File: src/sv/jsv_pkg.sv
// Package: shared types and constants for the JSON stream validator.
`default_nettype none
package jsv_pkg;
    localparam int MAX_DEPTH_DEF = 256;

    typedef struct packed {
        logic [7:0] byte_value;
        logic       end_of_doc;
    } jsv_in_t;

    typedef struct packed {
        logic [1:0] verdict;
        logic [8:0] open_levels;
    } jsv_out_t;

    localparam logic [1:0] VERDICT_SCAN   = 2'd0;
    localparam logic [1:0] VERDICT_ACCEPT = 2'd1;
    localparam logic [1:0] VERDICT_REJECT = 2'd2;
endpackage
`default_nettype wire

File: src/sv/json_stream_validator_unit.sv
// Top level: streaming strict JSON syntax and UTF-8 validator.
`default_nettype none
// One document byte enters per word on the s_ channel, and one status word leaves per byte on
// the m_ channel: verdict (0 scanning, 1 accepted on the last byte, 2 rejected) and the count
// of open containers. A byte is accepted every cycle unless the output stalls; its result is
// registered in m_data, and a new byte is taken while m_data drains. All parsing state and the
// top-of-stack container kind update together. Container kinds sit in a small memory
// with a separately registered top-of-stack bit, so a push or pop needs no read latency.
// Rejection is sticky until the byte marked end_of_doc, after which a new document starts.
module json_stream_validator_unit #(
    parameter int MAX_DEPTH = jsv_pkg::MAX_DEPTH_DEF
) (
    input  wire                  aclk,
    input  wire                  aresetn,
    input  wire                  s_valid,
    output logic                 s_ready,
    input  wire jsv_pkg::jsv_in_t  s_data,
    output logic                 m_valid,
    input  wire                  m_ready,
    output jsv_pkg::jsv_out_t    m_data
);
    import jsv_pkg::*;

    localparam int LW = $clog2(MAX_DEPTH + 2);
    localparam int AW = $clog2(MAX_DEPTH + 1);

    typedef enum logic [4:0] {
        M_START, M_ROOT, M_OBJ_FIRST, M_OBJ_KEY, M_COLON, M_VALUE, M_ARR_FIRST,
        M_AFTER, M_DONE, M_STR, M_ESC, M_HEX, M_SURR_BS, M_SURR_U,
        N_MINUS, N_ZERO, N_INT, N_DOT, N_FRAC, N_E, N_ESIGN, N_EXP, M_LIT
    } mode_t;

    mode_t        mode_reg, mode_next;
    logic         is_key_reg, is_key_next;
    logic [LW-1:0] lvl_reg, lvl_next;
    logic         top_reg, top_next;
    logic [1:0]   lead_reg, lead_next;
    logic [2:0]   lp_reg, lp_next;
    logic [1:0]   lk_reg, lk_next;
    logic [2:0]   hl_reg, hl_next;
    logic [15:0]  hacc_reg, hacc_next;
    logic         hsp_reg, hsp_next;
    logic [1:0]   ul_reg, ul_next;
    logic [20:0]  uacc_reg, uacc_next;
    logic [16:0]  umin_reg, umin_next;
    logic         rej_reg, rej_next;
    logic         kinds [MAX_DEPTH+1];
    logic         below_q;

    // Stack memory: write on push; the entry below top is reloaded into a register on push or pop.
    logic          push_en, pop_en;
    logic [AW-1:0] wr_addr, rd_addr;

    logic       accept;
    logic [7:0] c;
    logic       ws, dig, hexd;
    logic [3:0] hv;
    logic [20:0] uacc_new;
    logic [15:0] hacc_new;
    jsv_out_t   res;

    assign s_ready = !m_valid || m_ready;
    assign accept  = s_valid && s_ready;
    assign c       = s_data.byte_value;
    assign ws      = c == 8'h20 || c == 8'h09 || c == 8'h0D || c == 8'h0A;
    assign dig     = c >= "0" && c <= "9";

    always_comb begin
        hexd = 1'b1;
        hv   = 4'd0;
        if (dig) hv = 4'(c - "0");
        else if (c >= "a" && c <= "f") hv = 4'(c - "a" + 8'd10);
        else if (c >= "A" && c <= "F") hv = 4'(c - "A" + 8'd10);
        else hexd = 1'b0;
    end

    function automatic logic lit_char(input logic [1:0] k, input logic [2:0] p,
                                      input logic [7:0] ch);
        logic [7:0] e;
        logic       ok;
        begin
            ok = 1'b1;
            e  = 8'd0;
            unique case (k)
                2'd1: begin
                    unique case (p)
                        3'd1: e = "a";
                        3'd2: e = "l";
                        3'd3: e = "s";
                        3'd4: e = "e";
                        default: ok = 1'b0;
                    endcase
                end
                2'd2: begin
                    unique case (p)
                        3'd1: e = "u";
                        3'd2: e = "l";
                        3'd3: e = "l";
                        default: ok = 1'b0;
                    endcase
                end
                default: begin
                    unique case (p)
                        3'd1: e = "r";
                        3'd2: e = "u";
                        3'd3: e = "e";
                        default: ok = 1'b0;
                    endcase
                end
            endcase
            lit_char = ok && ch == e;
        end
    endfunction

    assign uacc_new = {uacc_reg[14:0], c[5:0]};
    assign hacc_new = {hacc_reg[11:0], hv};

    always_comb begin
        logic again, go, do_push, do_close, kind, is_val;
        mode_next = mode_reg; is_key_next = is_key_reg; lvl_next = lvl_reg;
        top_next = top_reg; lead_next = lead_reg; lp_next = lp_reg; lk_next = lk_reg;
        hl_next = hl_reg; hacc_next = hacc_reg; hsp_next = hsp_reg; ul_next = ul_reg;
        uacc_next = uacc_reg; umin_next = umin_reg; rej_next = rej_reg;
        push_en = 1'b0; pop_en = 1'b0;
        again = 1'b0; do_push = 1'b0; do_close = 1'b0; kind = 1'b1; is_val = 1'b0;
        // number ending re-feeds the byte in M_AFTER; unrolled as a second pass
        for (int pass = 0; pass < 2; pass++) begin
            go = (pass == 0) ? !rej_reg : again;
            again = 1'b0;
            if (go && !rej_next) begin
                unique case (mode_next)
                    M_START: begin
                        if (lead_next == 2'd0) begin
                            if (c == 8'hEF) lead_next = 2'd1;
                            else if (ws) mode_next = M_ROOT;
                            else if (c == "{") begin do_push = 1'b1; kind = 1'b1; end
                            else rej_next = 1'b1;
                        end else if (lead_next == 2'd1) begin
                            if (c == 8'hBB) lead_next = 2'd2; else rej_next = 1'b1;
                        end else begin
                            if (c == 8'hBF) mode_next = M_ROOT; else rej_next = 1'b1;
                        end
                    end
                    M_ROOT: begin
                        if (c == "{") begin do_push = 1'b1; kind = 1'b1; end
                        else if (!ws) rej_next = 1'b1;
                    end
                    M_OBJ_FIRST, M_OBJ_KEY: begin
                        if (ws) begin end
                        else if (c == 8'h22) begin mode_next = M_STR; is_key_next = 1'b1; end
                        else if (c == "}" && mode_next == M_OBJ_FIRST) do_close = 1'b1;
                        else rej_next = 1'b1;
                    end
                    M_COLON: begin
                        if (c == ":") mode_next = M_VALUE;
                        else if (!ws) rej_next = 1'b1;
                    end
                    M_VALUE, M_ARR_FIRST: begin
                        if (ws) begin end
                        else if (c == "]" && mode_next == M_ARR_FIRST) do_close = 1'b1;
                        else is_val = 1'b1;
                    end
                    M_AFTER: begin
                        if (ws) begin end
                        else if (c == ",") mode_next = top_next ? M_OBJ_KEY : M_VALUE;
                        else if (c == "}" || c == "]") do_close = 1'b1;
                        else rej_next = 1'b1;
                    end
                    M_DONE: if (!ws) rej_next = 1'b1;
                    M_STR: begin
                        if (ul_next != 2'd0) begin
                            if (c[7:6] != 2'b10) rej_next = 1'b1;
                            else begin
                                uacc_next = uacc_new;
                                ul_next   = ul_next - 2'd1;
                                if (ul_next == 2'd0 && (uacc_new < 21'(umin_next)
                                        || uacc_new > 21'h10FFFF
                                        || (uacc_new >= 21'hD800 && uacc_new <= 21'hDFFF)))
                                    rej_next = 1'b1;
                            end
                        end else if (c == 8'h22) mode_next = is_key_next ? M_COLON : M_AFTER;
                        else if (c < 8'h20) rej_next = 1'b1;
                        else if (c == 8'h5C) mode_next = M_ESC;
                        else if (c < 8'h80) begin end
                        else if (c[7:5] == 3'b110) begin
                            ul_next = 2'd1; uacc_next = 21'(c[4:0]); umin_next = 17'h80;
                        end else if (c[7:4] == 4'b1110) begin
                            ul_next = 2'd2; uacc_next = 21'(c[3:0]); umin_next = 17'h800;
                        end else if (c[7:3] == 5'b11110) begin
                            ul_next = 2'd3; uacc_next = 21'(c[2:0]); umin_next = 17'h10000;
                        end else rej_next = 1'b1;
                    end
                    M_ESC: begin
                        if (c == 8'h22 || c == 8'h5C || c == "/" || c == "b" || c == "f"
                            || c == "n" || c == "r" || c == "t") mode_next = M_STR;
                        else if (c == "u") begin
                            mode_next = M_HEX; hl_next = 3'd4; hacc_next = 16'd0;
                        end else rej_next = 1'b1;
                    end
                    M_HEX: begin
                        if (!hexd) rej_next = 1'b1;
                        else begin
                            hacc_next = hacc_new;
                            if (hl_next != 3'd0) hl_next = hl_next - 3'd1;
                            if (hl_next == 3'd0) begin
                                if (hsp_next) begin
                                    hsp_next = 1'b0;
                                    if (hacc_new < 16'hDC00 || hacc_new > 16'hDFFF)
                                        rej_next = 1'b1;
                                    else mode_next = M_STR;
                                end else if (hacc_new >= 16'hD800 && hacc_new <= 16'hDBFF) begin
                                    hsp_next = 1'b1; mode_next = M_SURR_BS;
                                end else if (hacc_new >= 16'hDC00 && hacc_new <= 16'hDFFF)
                                    rej_next = 1'b1;
                                else mode_next = M_STR;
                            end
                        end
                    end
                    M_SURR_BS: if (c == 8'h5C) mode_next = M_SURR_U; else rej_next = 1'b1;
                    M_SURR_U: begin
                        if (c == "u") begin
                            mode_next = M_HEX; hl_next = 3'd4; hacc_next = 16'd0;
                        end else rej_next = 1'b1;
                    end
                    N_MINUS: begin
                        if (c == "0") mode_next = N_ZERO;
                        else if (dig) mode_next = N_INT;
                        else rej_next = 1'b1;
                    end
                    N_ZERO, N_INT: begin
                        if (dig) begin if (mode_next == N_ZERO) rej_next = 1'b1; end
                        else if (c == ".") mode_next = N_DOT;
                        else if (c == "e" || c == "E") mode_next = N_E;
                        else begin mode_next = M_AFTER; again = 1'b1; end
                    end
                    N_DOT: if (dig) mode_next = N_FRAC; else rej_next = 1'b1;
                    N_FRAC: begin
                        if (dig) begin end
                        else if (c == "e" || c == "E") mode_next = N_E;
                        else begin mode_next = M_AFTER; again = 1'b1; end
                    end
                    N_E: begin
                        if (c == "+" || c == "-") mode_next = N_ESIGN;
                        else if (dig) mode_next = N_EXP;
                        else rej_next = 1'b1;
                    end
                    N_ESIGN: if (dig) mode_next = N_EXP; else rej_next = 1'b1;
                    N_EXP: if (!dig) begin mode_next = M_AFTER; again = 1'b1; end
                    M_LIT: begin
                        if (!lit_char(lk_next, lp_next, c)) rej_next = 1'b1;
                        else begin
                            lp_next = lp_next + 3'd1;
                            if ((lk_next == 2'd1 && lp_next == 3'd5)
                                || (lk_next != 2'd1 && lp_next == 3'd4)) mode_next = M_AFTER;
                        end
                    end
                    default: rej_next = 1'b1;
                endcase
            end
        end
        if (is_val) begin
            if (lvl_reg > LW'(MAX_DEPTH)) rej_next = 1'b1;
            else if (c == "{") begin do_push = 1'b1; kind = 1'b1; end
            else if (c == "[") begin do_push = 1'b1; kind = 1'b0; end
            else if (c == 8'h22) begin mode_next = M_STR; is_key_next = 1'b0; end
            else if (c == "t" || c == "f" || c == "n") begin
                lk_next = (c == "t") ? 2'd0 : ((c == "f") ? 2'd1 : 2'd2);
                lp_next = 3'd1; mode_next = M_LIT;
            end else if (c == "-") mode_next = N_MINUS;
            else if (c == "0") mode_next = N_ZERO;
            else if (dig) mode_next = N_INT;
            else rej_next = 1'b1;
        end
        if (do_push) begin
            if (lvl_reg > LW'(MAX_DEPTH)) rej_next = 1'b1;
            else begin
                push_en   = 1'b1;
                top_next  = kind;
                lvl_next  = lvl_reg + 1'b1;
                mode_next = kind ? M_OBJ_FIRST : M_ARR_FIRST;
            end
        end
        if (do_close) begin
            // a close only happens with levels open: every mode reaching it is inside one
            if (lvl_next == '0 || !((c == "}" && top_next) || (c == "]" && !top_next)))
                rej_next = 1'b1;
            else begin
                pop_en    = 1'b1;
                lvl_next  = lvl_next - 1'b1;
                top_next  = below_q;
                mode_next = (lvl_next != '0) ? M_AFTER : M_DONE;
            end
        end
    end

    // Entry just below top lives in a register refreshed on every push/pop.
    // After a pop the new entry below top sits three below the current count.
    assign wr_addr = AW'(lvl_reg);
    assign rd_addr = (lvl_reg >= LW'(3)) ? AW'(lvl_reg - LW'(3)) : '0;

    always_ff @(posedge aclk) begin
        if (accept && push_en) kinds[wr_addr] <= top_next;
        if (accept && push_en) below_q <= top_reg;
        else if (accept && pop_en) below_q <= kinds[rd_addr];
    end

    always_comb begin
        res.open_levels = 9'(lvl_next);
        if (rej_next) res.verdict = VERDICT_REJECT;
        else if (s_data.end_of_doc)
            res.verdict = (mode_next == M_DONE) ? VERDICT_ACCEPT : VERDICT_REJECT;
        else res.verdict = VERDICT_SCAN;
    end

    always_ff @(posedge aclk) begin
        if (!aresetn) begin
            mode_reg <= M_START; is_key_reg <= 1'b0; lvl_reg <= '0; top_reg <= 1'b1;
            lead_reg <= '0; lp_reg <= '0; lk_reg <= '0; hl_reg <= '0; hacc_reg <= '0;
            hsp_reg <= 1'b0; ul_reg <= '0; uacc_reg <= '0; umin_reg <= '0; rej_reg <= 1'b0;
            m_valid <= 1'b0;
        end else begin
            if (m_ready) m_valid <= 1'b0;
            if (accept) begin
                m_valid <= 1'b1;
                m_data  <= res;
                if (s_data.end_of_doc) begin
                    mode_reg <= M_START; is_key_reg <= 1'b0; lvl_reg <= '0; top_reg <= 1'b1;
                    lead_reg <= '0; lp_reg <= '0; lk_reg <= '0; hl_reg <= '0;
                    hacc_reg <= '0; hsp_reg <= 1'b0; ul_reg <= '0; uacc_reg <= '0;
                    umin_reg <= '0; rej_reg <= 1'b0;
                end else begin
                    mode_reg <= mode_next; is_key_reg <= is_key_next; lvl_reg <= lvl_next;
                    top_reg <= top_next; lead_reg <= lead_next; lp_reg <= lp_next;
                    lk_reg <= lk_next; hl_reg <= hl_next; hacc_reg <= hacc_next;
                    hsp_reg <= hsp_next; ul_reg <= ul_next; uacc_reg <= uacc_next;
                    umin_reg <= umin_next; rej_reg <= rej_next;
                end
            end
        end
    end

    // Checks
    a_depth: assert property (@(posedge aclk) disable iff (!aresetn)
        lvl_reg <= LW'(MAX_DEPTH + 1)) else $error("depth overflow");
    a_out_hold: assert property (@(posedge aclk) disable iff (!aresetn)
        m_valid && !m_ready |=> m_valid && $stable(m_data)) else $error("result lost");
    a_verdict: assert property (@(posedge aclk) disable iff (!aresetn)
        m_valid |-> m_data.verdict != 2'd3) else $error("bad verdict");
endmodule
`default_nettype wire
File: config.mk
export PLATFORM = sky130hd
export DESIGN_NAME = json_stream_validator_unit
export DESIGN_NICKNAME = d
export VERILOG_FILES = /design/src/sv/jsv_pkg.sv /design/src/sv/json_stream_validator_unit.sv
export SDC_FILE = /design/constraint.sdc
export NUM_CORES = 1
export LEC_CHECK = 0
export BUFFER_PORTS_ARGS = -buffer_cell sky130_fd_sc_hd__buf_2
export CORE_UTILIZATION = 45
export DETAILED_ROUTE_END_ITERATION = 16
export GPL_TIMING_DRIVEN = 0
export PLACE_DENSITY_LB_ADDON = 0.05
export SETUP_SLACK_MARGIN = 0.2
export SYNTH_ARGS = -nofsm -noshare
export SYNTH_HDL_FRONTEND = slang
export SYNTH_SLANG_ARGS = --single-unit
File: constraint.sdc
create_clock -name aclk -period 9.5 [get_ports aclk]
set_clock_uncertainty 0.2 [all_clocks]
set_input_delay 0.475 -clock aclk [delete_from_list [all_inputs] [get_ports aclk]]
set_output_delay 0.475 -clock aclk [all_outputs]
set_load 0.005 [all_outputs]
==> results.sh <==
export IMPL_finalHoldViolations=0
export IMPL_antenna_cells=0
export IMPL_seqPwrFrac_pct=48.5
export IMPL_insertion_delay_ns=0.60
export IMPL_async_flop_share_pct=0
export IMPL_port_buffers=23
export IMPL_synth_nets=2239
export IMPL_busiest_layer="met2"
export IMPL_status="completed"
export IMPL_largest_register_ffs=257
export IMPL_ant_nets=0
export IMPL_synth_most_common_cell="nor2_1"
export IMPL_drt_pass1_iter_count=6
export IMPL_ir_worst_vdd_mv=0.166
export IMPL_critPathLaunchType="flop"
export IMPL_relSlewSlack_pct=18.0
export IMPL_numCtsBuffers=41
export IMPL_p_sw_uw=781
export IMPL_core_area_um2=43500
export IMPL_antenna_found_initial=1
export IMPL_ff2ff_setup_slack_ns=2.09
export IMPL_drive_above_1_share_pct=7.41
export IMPL_num_vias=18000
export IMPL_initial_utilization_pct=46.0
export IMPL_cp_max_fo=86
export IMPL_final_period_utilization_pct=78.0
export IMPL_arrival_ns=7.71
export IMPL_synthDistinctLibCells=106
export IMPL_synth_cells=2166
export IMPL_synth_top_cell_by_area="edfxtp_1"
export IMPL_drcViolationCount=0
export IMPL_finalSetupTns_ns=0
export IMPL_syn_area_um2=20000
export IMPL_wire_per_inst_um=26.3
export IMPL_holdCritPathClass="in2reg"
export IMPL_wl_mm=75.1
export IMPL_p_int_uw=2530
export IMPL_p_leak_uw=0.00737
export IMPL_place_congestion=0.953
export IMPL_slew_viol_final=0
export IMPL_rows=76
export IMPL_cellPowerDensity_nw_per_um2=149
export IMPL_yosysWarnings=0
export IMPL_synth_top_area_share_pct=40.4
export IMPL_grt_max_degree=108
export IMPL_synth_ff_type="edfxtp_1"
export IMPL_fp_dieH_um=213
export IMPL_ios=26
export IMPL_critical_path_required_ns=9.80
export IMPL_cts_clk_slew_worst_paths_ns=0.06
export IMPL_grtUsageMet2_pct=56.5
export IMPL_yosys_top_cells_count="nor2_1, nand2_1, edfxtp_1"
export IMPL_synth_edf_count=269
export IMPL_drt_vias_per_instance=6.30
export IMPL_power_uw=3310
export IMPL_grt_pass1_wl_mm=110
export IMPL_h_tree_depth=2
export IMPL_grt_setup_unrepaired="false"
export IMPL_swShare_pct=23.6
export IMPL_fmax_mhz=135
export IMPL_worst_pin_slew_ns=1.21
export IMPL_die_area_um2=45300
export IMPL_drt_iter0_drc=2054
export IMPL_overflow=0
export IMPL_grtUsageTotal_pct=33.3
export IMPL_cts_sinks=344
export IMPL_grt_met3_usage_pct=5.52
export IMPL_clockBufferDepth=3
export IMPL_dpl_hpwl_mm=53.6
export IMPL_synth_seq_cells=344
export IMPL_clock_root_buffer="clkbuf_16"
export IMPL_grt_pass1_vias=16900
export IMPL_ys_seq_area_share_pct=47.9
export IMPL_pwr_share_comb_pct=4.5
export IMPL_die_w_um=213
export IMPL_cts_tree="yes"
export IMPL_nNetsFinal=2308
export IMPL_finalCriticalPeriod_ns=7.41
export IMPL_drv_cap=0
export IMPL_met1_usage_pct=40.7
export IMPL_path_class="reg2reg"
export IMPL_yosys_top_cells_area="edfxtp_1, dfxtp_1, nor2_1"
export IMPL_finalSetupViolCount=0
export IMPL_synth_avg_cell_area_um2=9.23
export IMPL_area_growth_pct=11.2
export IMPL_worstSetupEndpointType="flop"
export IMPL_clkPwrFrac_pct=47.0
## cell type report
| class | count | area [µm²] |
|---|---|---|
| Fill cell | 4157 | 21200 |
| Sequential cell | 344 | 9580 |
| Multi-Input combinational cell | 1592 | 9470 |
| Clock buffer | 52 | 1100 |
| Tap cell | 585 | 732 |
| Buffer | 171 | 729 |
| Clock inverter | 22 | 221 |
| Inverter | 59 | 221 |
| Timing Repair Buffer | 26 | 180 |
## worst paths after layout
path,startpoint,to,cells past startpoint
setup / recovery,lvl_reg[0]$_SDFFE_PN0P_,top_reg$_SDFFE_PN1P_,21
hold / removal,m_ready,m_valid$_SDFFE_PN0P_,3
setup reg to reg,lvl_reg[0]$_SDFFE_PN0P_,top_reg$_SDFFE_PN1P_,21
hold reg to reg,umin_reg[0]$_SDFFE_PN0P_,umin_reg[0]$_SDFFE_PN0P_,1
## cell families after synthesis
group                    Yosys count  synth area share [%]
AO/OA/AOI/OAI                    479                  17.3
XOR/XNOR                          26                  1.14
adder cells (fa/ha/maj)           61                  3.81
buffers and inverters            230                  4.76
flip-flops                       344                  47.9
multiplexers                      16                 0.808
AND/OR/NAND/NOR                 1010                  24.2
## routing by layer
layer  part of all wire (%)  vias up
met1                     39     8817
met4                    5.3        0
met3                    7.4      195
met2                     48      827
li1                       -     8111
met5                      0        -
## cell usage in the layout, fill, tap and decap left out, drive strengths merged, types with 12 or more instances in the layout
| master | n |
|---|---|
| nor2 | 328 |
| nand2 | 288 |
| edfxtp | 269 |
| clkbuf | 167 |
| nand3 | 95 |
| o21ai | 85 |
| buf | 81 |
| dfxtp | 75 |
| a21oi | 72 |
| inv | 62 |
| ha | 60 |
| nor2b | 50 |
| o221ai | 49 |
| nor3 | 46 |
| and2 | 35 |
| and3 | 33 |
| o22ai | 33 |
| a311oi | 29 |
| a22oi | 28 |
| nand4 | 23 |
| a31oi | 22 |
| xnor2 | 17 |
| or3 | 16 |
| a211oi | 16 |
| a21o | 15 |
| mux2i | 15 |
| clkinv | 15 |
| nand2b | 13 |
| nor3b | 12 |
## timing repair
action / in CTS / in global routing
endpoints found under the setup margin: 0 / 0
endpoints found under the hold margin: 1 / 0
resized for setup: 0 / 0
buffers inserted: 0 / 0
hold buffers: 1 / 0
## power groups by stage
stage / clock network, µW / logic (µW) / registers [µW]
after global routing: 1630 / 159 / 1600
after detailed placement: 0 / 145 / 1640
after CTS: 1570 / 146 / 1610
after floorplan: 0 / 88.8 / 1640
after global placement: 0 / 145 / 1640
final: 1560 / 150 / 1610
## worst max-delay path: stages (launching register included)
cell and delay, ns:
dfxtp_1 0.36, clkbuf_1 0.24, inv_1 0.26, clkbuf_1 0.63, clkbuf_1 0.49, clkbuf_1 0.74
ha_1 0.44, a31oi_1 0.33, a21oi_1 0.64, nor2_1 0.09, a21oi_1 0.29, ha_1 0.26
nand3_1 0.09, mux2_2 0.33, and4bb_1 0.37, a211o_1 0.16, buf_6 0.14, nand2_1 0.09
nand2_4 0.53, buf_16 0.34, o22ai_1 0.14, nand2_1 0.10
## metrics by stage
stage	cell area, µm²	hold slack (ns)	instances	worst slack (ns)	utilization (%)
detailed placement	20900	0.244	2776	2.18	48.1
finish	22200	0.0934	2851	2.09	51.1
global placement	20800	0.243	2774	-2.99	47.9
floorplan	20000	0.230	2166	1.43	-
CTS	22200	0.0777	2851	2.15	51.1
global route	22200	0.105	2851	1.72	51.1
Note: power is estimated with default switching activity, not from simulation.
